==> src/design/thc_pkg.sv <==
// thermal hold controller package: widths, constants, config register indexes
// and the command and status structs between controller and datapath
// no dependencies
package thc_pkg;

   // field widths
   localparam int TEMP_W     = 12;
   localparam int TGT_TEMP_W = 7;
   localparam int TGT_TIME_W = 10;
   localparam int LEVEL_W    = 8;
   localparam int HOLD_W     = 16;

   // configuration port
   localparam int CSR_IDX_W  = 1;
   localparam int CSR_DATA_W = 10;
   localparam logic [CSR_IDX_W-1:0] CSR_TARGET_TEMP = 1'b0;
   localparam logic [CSR_IDX_W-1:0] CSR_TARGET_TIME = 1'b1;

   // register reset values
   localparam logic [TGT_TEMP_W-1:0] TARGET_TEMP_RST = 7'd95;
   localparam logic [TGT_TIME_W-1:0] TARGET_TIME_RST = 10'd30;

   // control law: heater = 82 - (target - 55) * 2 = HEAT_BASE - 2 * target
   localparam int HEAT_OFFSET = 82;
   localparam int HEAT_PIVOT  = 55;
   localparam int HEAT_BASE   = HEAT_OFFSET + 2 * HEAT_PIVOT;
   localparam logic [LEVEL_W-1:0] HEATER_OFF = 8'd255;

   // window average band, in whole degrees either side of target
   localparam int WINDOW_MARGIN = 2;

   // controller to datapath commands
   typedef struct packed {
      logic capture;   // latch the accepted item
      logic tick;      // apply a timer tick
      logic mul_hi;    // form upper-bound product
      logic cmp_hi;    // check upper bound, form lower-bound product
      logic cmp_lo;    // check lower bound
      logic load;      // update state and load the result register
   } dp_cmd_type;

   // datapath to controller status
   typedef struct packed {
      logic is_tick;       // latched item is a timer tick
      logic hold_full;     // hold count has reached its limit
      logic close_window;  // tick pending and window holds samples
      logic out_free;      // result register can take a new item
   } dp_status_type;

endpackage

==> src/design/thermal_hold_controller_top.sv <==
// Thermal hold controller. A timer tick item gives no result. A temperature
// sample item gives one result; for the first sample after a tick, if the
// window holds samples and the hold is not complete, the window average is
// checked against the upper and then the lower band edge through one shared
// multiplier (bound times sample count, compared with the window sum). The
// next item is taken while the last result still waits in the output
// register; a sample stalls only at its final step until that register frees.
// Both config registers may be written only while the block is idle.
//
// top level: joins the sequencer and datapath
// depends on thc_pkg, thc_ctrl, thc_dp
module thermal_hold_controller_top #(
   parameter int MAX_WINDOW_SAMPLES = 1024
) (
   input  logic                           clock,
   input  logic                           reset,
   input  logic                           req_valid,
   output logic                           req_ready,
   input  logic                           req_operation,
   input  logic [thc_pkg::TEMP_W-1:0]     req_temp_sample,
   output logic                           rsp_valid,
   input  logic                           rsp_ready,
   output logic [thc_pkg::LEVEL_W-1:0]    rsp_heater_level,
   output logic                           rsp_fan_on,
   output logic                           rsp_led_on,
   output logic                           rsp_hold_done,
   input  logic                           csr_wr_en,
   input  logic [thc_pkg::CSR_IDX_W-1:0]  csr_index,
   input  logic [thc_pkg::CSR_DATA_W-1:0] csr_wdata
);
   import thc_pkg::*;

   dp_cmd_type    cmd;
   dp_status_type status;

   // sequencer
   thc_ctrl u_ctrl (
      .clock     (clock),
      .reset     (reset),
      .req_valid (req_valid),
      .req_ready (req_ready),
      .status    (status),
      .cmd       (cmd)
   );

   // datapath
   thc_dp #(
      .MAX_WINDOW_SAMPLES (MAX_WINDOW_SAMPLES)
   ) u_dp (
      .clock            (clock),
      .reset            (reset),
      .cmd              (cmd),
      .status           (status),
      .req_operation    (req_operation),
      .req_temp_sample  (req_temp_sample),
      .csr_wr_en        (csr_wr_en),
      .csr_index        (csr_index),
      .csr_wdata        (csr_wdata),
      .rsp_valid        (rsp_valid),
      .rsp_ready        (rsp_ready),
      .rsp_heater_level (rsp_heater_level),
      .rsp_fan_on       (rsp_fan_on),
      .rsp_led_on       (rsp_led_on),
      .rsp_hold_done    (rsp_hold_done)
   );

   // a completed hold leaves heater, fan and indicator off
   assert property (@(posedge clock) disable iff (reset)
      rsp_valid && rsp_hold_done |->
         (rsp_heater_level == HEATER_OFF) && !rsp_fan_on && !rsp_led_on)
      else $error("hold done item carries drive");

   // fan and in-band indicator are exclusive
   assert property (@(posedge clock) disable iff (reset)
      rsp_valid |-> !(rsp_fan_on && rsp_led_on))
      else $error("fan and indicator both on");

   // one item in flight: ready drops after an accept
   assert property (@(posedge clock) disable iff (reset)
      req_valid && req_ready |=> !req_ready)
      else $error("item accepted while busy");

   // heater is driven only when neither fan nor indicator is on
   assert property (@(posedge clock) disable iff (reset)
      rsp_valid && (rsp_fan_on || rsp_led_on) |-> rsp_heater_level == HEATER_OFF)
      else $error("heater on outside low band");

endmodule

==> src/design/thc_dp.sv <==
// thermal hold controller datapath: config registers, window and hold state,
// shared bound multiplier, control law and result register
// depends on thc_pkg
module thc_dp #(
   parameter int MAX_WINDOW_SAMPLES = 1024
) (
   input  logic                           clock,
   input  logic                           reset,
   input  thc_pkg::dp_cmd_type            cmd,
   output thc_pkg::dp_status_type         status,
   input  logic                           req_operation,
   input  logic [thc_pkg::TEMP_W-1:0]     req_temp_sample,
   input  logic                           csr_wr_en,
   input  logic [thc_pkg::CSR_IDX_W-1:0]  csr_index,
   input  logic [thc_pkg::CSR_DATA_W-1:0] csr_wdata,
   output logic                           rsp_valid,
   input  logic                           rsp_ready,
   output logic [thc_pkg::LEVEL_W-1:0]    rsp_heater_level,
   output logic                           rsp_fan_on,
   output logic                           rsp_led_on,
   output logic                           rsp_hold_done
);
   import thc_pkg::*;

   localparam int CNT_W  = $clog2(MAX_WINDOW_SAMPLES + 1);
   localparam int SUM_W  = CNT_W + TEMP_W;
   localparam int FACT_W = TGT_TEMP_W + 1;
   localparam int PROD_W = FACT_W + CNT_W;
   localparam int CMP_W  = PROD_W + 4;

   logic                  operation_ff;
   logic [TEMP_W-1:0]     sample_ff;
   logic [TGT_TEMP_W-1:0] target_temp_ff;
   logic [TGT_TIME_W-1:0] target_time_ff;
   logic [SUM_W-1:0]      sum_ff, sum_in;
   logic [CNT_W-1:0]      count_ff, count_in;
   logic [HOLD_W-1:0]     hold_ff, hold_in;
   logic                  pending_ff, pending_in;
   logic [PROD_W-1:0]     prod_ff, prod_in;
   logic                  win_reset_ff;
   logic                  rsp_valid_ff;
   logic [LEVEL_W-1:0]    heater_ff, heater_in;
   logic                  fan_ff, fan_in;
   logic                  led_ff, led_in;
   logic                  done_ff, done_in;

   logic                  hold_full;
   logic [FACT_W-1:0]     factor;
   logic [CMP_W-1:0]      bound;
   logic                  above_hi;
   logic                  below_lo;
   logic                  low_valid;
   logic [TEMP_W-1:0]     thr_lo;
   logic [TEMP_W-1:0]     thr_hi;
   logic [8:0]            twice_t;
   logic [LEVEL_W-1:0]    drive;

   // status towards the controller
   assign hold_full = hold_ff >= {{(HOLD_W - TGT_TIME_W - 1){1'b0}}, target_time_ff, 1'b0};
   assign status.is_tick      = operation_ff;
   assign status.hold_full    = hold_full;
   assign status.close_window = pending_ff && (count_ff != '0);
   assign status.out_free     = !rsp_valid_ff || rsp_ready;

   // shared multiplier: (target +/- margin) * window count
   assign factor  = cmd.mul_hi ? (FACT_W'(target_temp_ff) + FACT_W'(WINDOW_MARGIN))
                               : (FACT_W'(target_temp_ff) - FACT_W'(WINDOW_MARGIN));
   assign prod_in = PROD_W'(factor) * PROD_W'(count_ff);

   // bound is product scaled to sixteenths
   assign bound     = {prod_ff, 4'b0000};
   assign above_hi  = CMP_W'(sum_ff) >= bound;
   assign below_lo  = CMP_W'(sum_ff) <= bound;
   assign low_valid = target_temp_ff >= TGT_TEMP_W'(WINDOW_MARGIN);

   // control law
   assign thr_lo  = {1'b0, target_temp_ff, 4'b0000};
   assign thr_hi  = {FACT_W'(target_temp_ff) + FACT_W'(1), 4'b0000};
   assign twice_t = {1'b0, target_temp_ff, 1'b0};
   assign drive   = (twice_t >= 9'(HEAT_BASE)) ? '0 : LEVEL_W'(9'(HEAT_BASE) - twice_t);

   // next state for a tick or a sample
   always_comb begin
      sum_in     = sum_ff;
      count_in   = count_ff;
      hold_in    = hold_ff;
      pending_in = pending_ff;
      heater_in  = HEATER_OFF;
      fan_in     = 1'b0;
      led_in     = 1'b0;
      done_in    = 1'b0;
      if (cmd.tick) begin
         if (hold_ff != '1) begin
            hold_in = hold_ff + HOLD_W'(1);
         end
         pending_in = 1'b1;
      end else if (hold_full) begin
         // hold complete: no regulation, everything but the tick flag clears
         hold_in  = '0;
         sum_in   = '0;
         count_in = '0;
         done_in  = 1'b1;
      end else begin
         if (sample_ff < thr_lo) begin
            heater_in = drive;
         end else if (sample_ff > thr_hi) begin
            fan_in = 1'b1;
         end else begin
            led_in = 1'b1;
         end
         if (!pending_ff) begin
            if (count_ff < CNT_W'(MAX_WINDOW_SAMPLES)) begin
               sum_in   = sum_ff + SUM_W'(sample_ff);
               count_in = count_ff + CNT_W'(1);
            end
         end else begin
            if ((count_ff != '0) && win_reset_ff) begin
               hold_in = '0;
            end
            sum_in     = '0;
            count_in   = '0;
            pending_in = 1'b0;
         end
      end
   end

   // config registers and window state
   always_ff @(posedge clock) begin
      if (reset) begin
         target_temp_ff <= TARGET_TEMP_RST;
         target_time_ff <= TARGET_TIME_RST;
         sum_ff         <= '0;
         count_ff       <= '0;
         hold_ff        <= '0;
         pending_ff     <= 1'b0;
         rsp_valid_ff   <= 1'b0;
      end else begin
         if (csr_wr_en) begin
            unique case (csr_index)
               CSR_TARGET_TEMP: target_temp_ff <= csr_wdata[TGT_TEMP_W-1:0];
               CSR_TARGET_TIME: target_time_ff <= csr_wdata[TGT_TIME_W-1:0];
               default: ;
            endcase
         end
         if (cmd.tick || cmd.load) begin
            sum_ff     <= sum_in;
            count_ff   <= count_in;
            hold_ff    <= hold_in;
            pending_ff <= pending_in;
         end
         if (cmd.load) begin
            rsp_valid_ff <= 1'b1;
         end else if (rsp_ready) begin
            rsp_valid_ff <= 1'b0;
         end
      end
   end

   // item capture, bound checks and result payload
   always_ff @(posedge clock) begin
      if (cmd.capture) begin
         operation_ff <= req_operation;
         sample_ff    <= req_temp_sample;
      end
      if (cmd.mul_hi || cmd.cmp_hi) begin
         prod_ff <= prod_in;
      end
      if (cmd.mul_hi) begin
         win_reset_ff <= 1'b0;
      end else if (cmd.cmp_hi) begin
         win_reset_ff <= above_hi;
      end else if (cmd.cmp_lo) begin
         win_reset_ff <= win_reset_ff || (low_valid && below_lo);
      end
      if (cmd.load) begin
         heater_ff <= heater_in;
         fan_ff    <= fan_in;
         led_ff    <= led_in;
         done_ff   <= done_in;
      end
   end

   assign rsp_valid        = rsp_valid_ff;
   assign rsp_heater_level = heater_ff;
   assign rsp_fan_on       = fan_ff;
   assign rsp_led_on       = led_ff;
   assign rsp_hold_done    = done_ff;

endmodule

==> src/design/thc_ctrl.sv <==
// thermal hold controller sequencer: accepts items and steps the datapath
// through capture, tick update, window bound checks and result load
// depends on thc_pkg
module thc_ctrl (
   input  logic                   clock,
   input  logic                   reset,
   input  logic                   req_valid,
   output logic                   req_ready,
   input  thc_pkg::dp_status_type status,
   output thc_pkg::dp_cmd_type    cmd
);
   import thc_pkg::*;

   typedef enum logic [2:0] {
      ST_IDLE,
      ST_EVAL,
      ST_MUL_HI,
      ST_CMP_HI,
      ST_CMP_LO,
      ST_LOAD
   } state_type;

   state_type state_ff, state_in;

   // next state and datapath commands
   always_comb begin
      state_in = state_ff;
      cmd      = '0;
      unique case (state_ff)
         ST_IDLE: begin
            if (req_valid) begin
               cmd.capture = 1'b1;
               state_in    = ST_EVAL;
            end
         end
         ST_EVAL: begin
            if (status.is_tick) begin
               cmd.tick = 1'b1;
               state_in = ST_IDLE;
            end else if (!status.hold_full && status.close_window) begin
               state_in = ST_MUL_HI;
            end else begin
               state_in = ST_LOAD;
            end
         end
         ST_MUL_HI: begin
            cmd.mul_hi = 1'b1;
            state_in   = ST_CMP_HI;
         end
         ST_CMP_HI: begin
            cmd.cmp_hi = 1'b1;
            state_in   = ST_CMP_LO;
         end
         ST_CMP_LO: begin
            cmd.cmp_lo = 1'b1;
            state_in   = ST_LOAD;
         end
         ST_LOAD: begin
            if (status.out_free) begin
               cmd.load = 1'b1;
               state_in = ST_IDLE;
            end
         end
         default: state_in = ST_IDLE;
      endcase
   end

   // state register
   always_ff @(posedge clock) begin
      if (reset) begin
         state_ff <= ST_IDLE;
      end else begin
         state_ff <= state_in;
      end
   end

   assign req_ready = (state_ff == ST_IDLE);

endmodule

==> config.mk <==
export PLATFORM = sky130hd
export DESIGN_NAME = thermal_hold_controller_top
export DESIGN_NICKNAME = d
export VERILOG_FILES = /design/src/design/thc_pkg.sv /design/src/design/thermal_hold_controller_top.sv /design/src/design/thc_dp.sv /design/src/design/thc_ctrl.sv
export SDC_FILE = /design/constraint.sdc
export NUM_CORES = 1
export LEC_CHECK = 0
export ABC_AREA = 1
export BUFFER_PORTS_ARGS = -buffer_cell sky130_fd_sc_hd__buf_2
export CAP_MARGIN = 20
export CORE_UTILIZATION = 43
export DETAILED_ROUTE_END_ITERATION = 10
export PLACE_DENSITY = 0.7
export SLEW_MARGIN = 10
export SYNTH_ARGS = -nofsm -noshare
export SYNTH_HDL_FRONTEND = slang
export SYNTH_SLANG_ARGS = --single-unit
==> constraint.sdc <==
create_clock -name clock -period 5.1 [get_ports clock]
set_input_delay 1.02 -clock clock [delete_from_list [all_inputs] [get_ports clock]]
set_output_delay 1.02 -clock clock [all_outputs]
set_load 0.005 [all_outputs]
==> impl_metrics.toml <==
[status]
status = "finished, violations left"
violations = "design-rule violations"

[place]
place_hpwl_mm = 20.2
detailedPlace.worstSlack_ps = -30.5
port_buffers = 41
post_dp_cell_area_um2 = 11000
place_congestion = 0.895

[sta]
rsz0062_at_grt = "true"
finalCritPeriodShare_pct = 97.1
tightest_slew_ps = 863
fmax_ghz = 0.202
finClkSkew_ps = 10.0
slew_headroom_pct = 42.3
hold_viol = 0
period_minus_slack_ps = 4950
worst_slack_ps = 150
fin_tns_setup_ps = 0
setup_viol = 0
slew_viol_final = 0

[setup_path]
cp_num_buf_inv = 4
slowest_stage = "fa_1"
crit_path_frequent_cell = "fa_1"
r2r_end = "u_dp.prod_ff[16]"
reg2regPathDepth = 20
crit_family = "adder cells"
crit_type = "reg2reg"
critPathLaunchType = "flop"
endpoint_kind = "flop"
r2r-start = "u_dp.target_temp_ff[1]"
crit_fanout = 9
crit_chain = "buf_4 -> ha_1 -> nand2_2 -> nor2_1 -> a41oi_2 -> xor2_2 -> buf_6 -> nor2_1 -> fa_1 -> inv_2 -> fa_1 -> fa_1 -> fa_1 -> inv_2 -> ha_4 -> a21oi_4 -> o21ai_0 -> a211oi_1 -> o21ai_1 -> xor2_1"
cp.required_ps = 5270
slowest_delay_ps = 560
crit_arrival_ps = 5120
regToRegSetupSlack_ps = 150

[power_and_ir_drop]
p_leak_nw = 5.43
power.density_nw_per_um2 = 218
worst_ir_drop_vdd_mv = 0.159

[route]
wl_per_cell_um = 14.8
ant_nets = 0
first_pass_iters = 9
vias_per_cell = 5.18
vias = 9124
routed_wl_mm = 26.1
drc = 1
drtIter0Drc = 607

[logic_synthesis]
synth_area_leaders = "dfxtp_1 (14%), ha_1 (13%), edfxtp_1 (13%)"
yosys.cell_types.count = 49
yosys.area.top_type_share_pct = 14.3
synthCells = 1370
synth_ff_type = "dfxtp_1"
seq_area_frac_synth_pct = 26.9
synth.avg_cell_area_um2 = 7.47
yosys_warnings = 0
yosys.area.top_type = "dfxtp_1"
postSynth.asyncResetShare_pct = 0
ys_ff_latch = 116
synth_edf_count = 43
syn_nets = 1558
synth_area_um2 = 10200

[clocking]
clkLatencyLatePin_ps = 430
cts_root_buf = "clkbuf_16"
cts_made_buffers = 17
cts_tree = "yes"
htree_levels = 4
clock_path_buffers = 2
clk_pin_slew_worst_paths_ps = 60
cts_hold_buf = 0
cts_sinks = 116

[floorplan]
io_pins = 42
chipWidth_um = 156
die-height_um = 156
core_area_um2 = 23400
dieArea_um2 = 24400
rows = 56
initial_core_util_pct = 43.7

[min_path]
hold_path_end = "u_dp.target_time_ff[5]"
min_path_type = "reg2reg"
hold-path-cell-count = 2
min-delay-start = "u_dp.target_time_ff[5]"

[finish]
antenna_cells = 0
area_delta_synth_final_pct = 14.9
nNetsFinal = 1619
final_util_pct = 50.3
most-common-layout-cells = "nand2_1 (275), inv_1 (226), nor2_1 (154)"
drive_above_1_share_pct = 14.0
final_common_cell = "nand2_1"
final_cell_area_um2 = 11800
n_fill_cell = 2258

[global_route]
antenna_found_initial = 0
gr-total-overflow = 0
gr-usage-all-layers_pct = 21.8
grt_pass1_vias = 8776
grt_pass1_wl_mm = 42.0
grt_max_degree = 42

[run]
max-cap-violations = 0
==> where the power goes <==
| group | internal [mW] | switching, mW | leakage, nW |
|---|---|---|---|
| clock network | 0.773 | 0.477 | 0.295 |
| registers | 0.992 | 0.0275 | 0.996 |
| logic | 0.100 | 0.189 | 4.14 |
==> synthesized netlist by cell type (all sizes together), types with 2 or more instances <==
cell and number:
xnor2 6, fa 55, nor3 21, or2 12
nor4 6, dfxtp 73, buf 13, o22ai 2
and2 2, clkbuf 17, nor3b 2, nand4 24
o21bai 7, a21oi 97, nand2 296, nor2 161
nand3b 3, o21ai 39, clkinv 8, ha 104
nand3 87, o211ai 14, edfxtp 43, o31ai 2
xor2 28, inv 239, o21a 3
==> cell type report <==
cell class	count	area, um^2	share of cell area (%)
clock buffer	18	429	3.65
clock inverter	14	178	1.51
inverter	247	935	7.95
multi-input combinational	977	6620	56.3
sequential	116	2760	23.5
tap	319	399	3.39
timing repair buffer	72	443	3.77
==> registers in the layout (all words and copies together) (netlist names) <==
signal                 flops
u_dp.rsp_fan_on            1
u_dp.target_time_ff       10
u_dp.win_reset_ff          1
u_dp.target_temp_ff        7
u_dp.operation_ff          1
u_dp.rsp_led_on            1
u_dp.rsp_valid             1
u_dp.rsp_heater_level      8
u_dp.sample_ff            12
u_dp.sum_ff               23
u_dp.rsp_hold_done         1
u_dp.count_ff             11
u_dp.pending_ff            1
u_dp.prod_ff              19
u_dp.hold_ff              16
u_ctrl.state_ff            3
==> routing by layer <==
metal	vias up	track usage, %	wire, um
met2	240	37.3	12600
li1	4523	-	-
met1	4309	27.5	11700
met5	-	0	0
met4	0	8.22	696
met3	52	3.38	1130
==> worst min-delay path, cell delays in order, from the launching register on <==
cell and delay, ps:
dfxtp_1 300, inv_1 70, a21oi_1 60
==> stage by stage <==
stage	std cells	hold slack, ps	power, mW
3_3_place_gp	1719	451	1.30
2_1_floorplan	1370	433	1.22
3_5_place_dp	1720	462	1.31
5_1_grt	1763	490	2.65
4_1_cts	1756	471	2.56
6_report	1763	467	2.56
==> cell families (layout without fill, tap and decap cells) <==
family | Yosys count | count (layout) | share of synthesized area, %
AND/OR/NAND/NOR | 614 | 614 | 26.3
AO/OA/AOI/OAI | 170 | 170 | 9.57
XOR/XNOR | 34 | 34 | 3.20
buffers and inverters | 277 | 351 | 10.6
flip-flops | 116 | 116 | 26.9
adder cells (fa/ha/maj) | 159 | 159 | 23.5
==> worst max-delay path by stage <==
stage	start	end	cells past startpoint
global route	u_ctrl.state_ff[1]	u_dp.prod_ff[16]	22
detailed placement	u_ctrl.state_ff[1]	u_dp.prod_ff[18]	21
global placement	u_dp.target_temp_ff[2]	u_dp.prod_ff[14]	22
floorplan	u_ctrl.state_ff[1]	u_dp.prod_ff[18]	21
CTS	u_ctrl.state_ff[1]	u_dp.prod_ff[17]	21
finish	u_dp.target_temp_ff[1]	u_dp.prod_ff[16]	20
==> what timing repair did <==
item / 4_1_cts / 5_1_grt
gates resized for setup: 0 / 34
setup endpoints to repair: 5 / 9
buffers inserted: 4 / 6
gates cloned: 0 / 1
pin swaps: 2 / 19
Power figures use the tool's default switching activity.
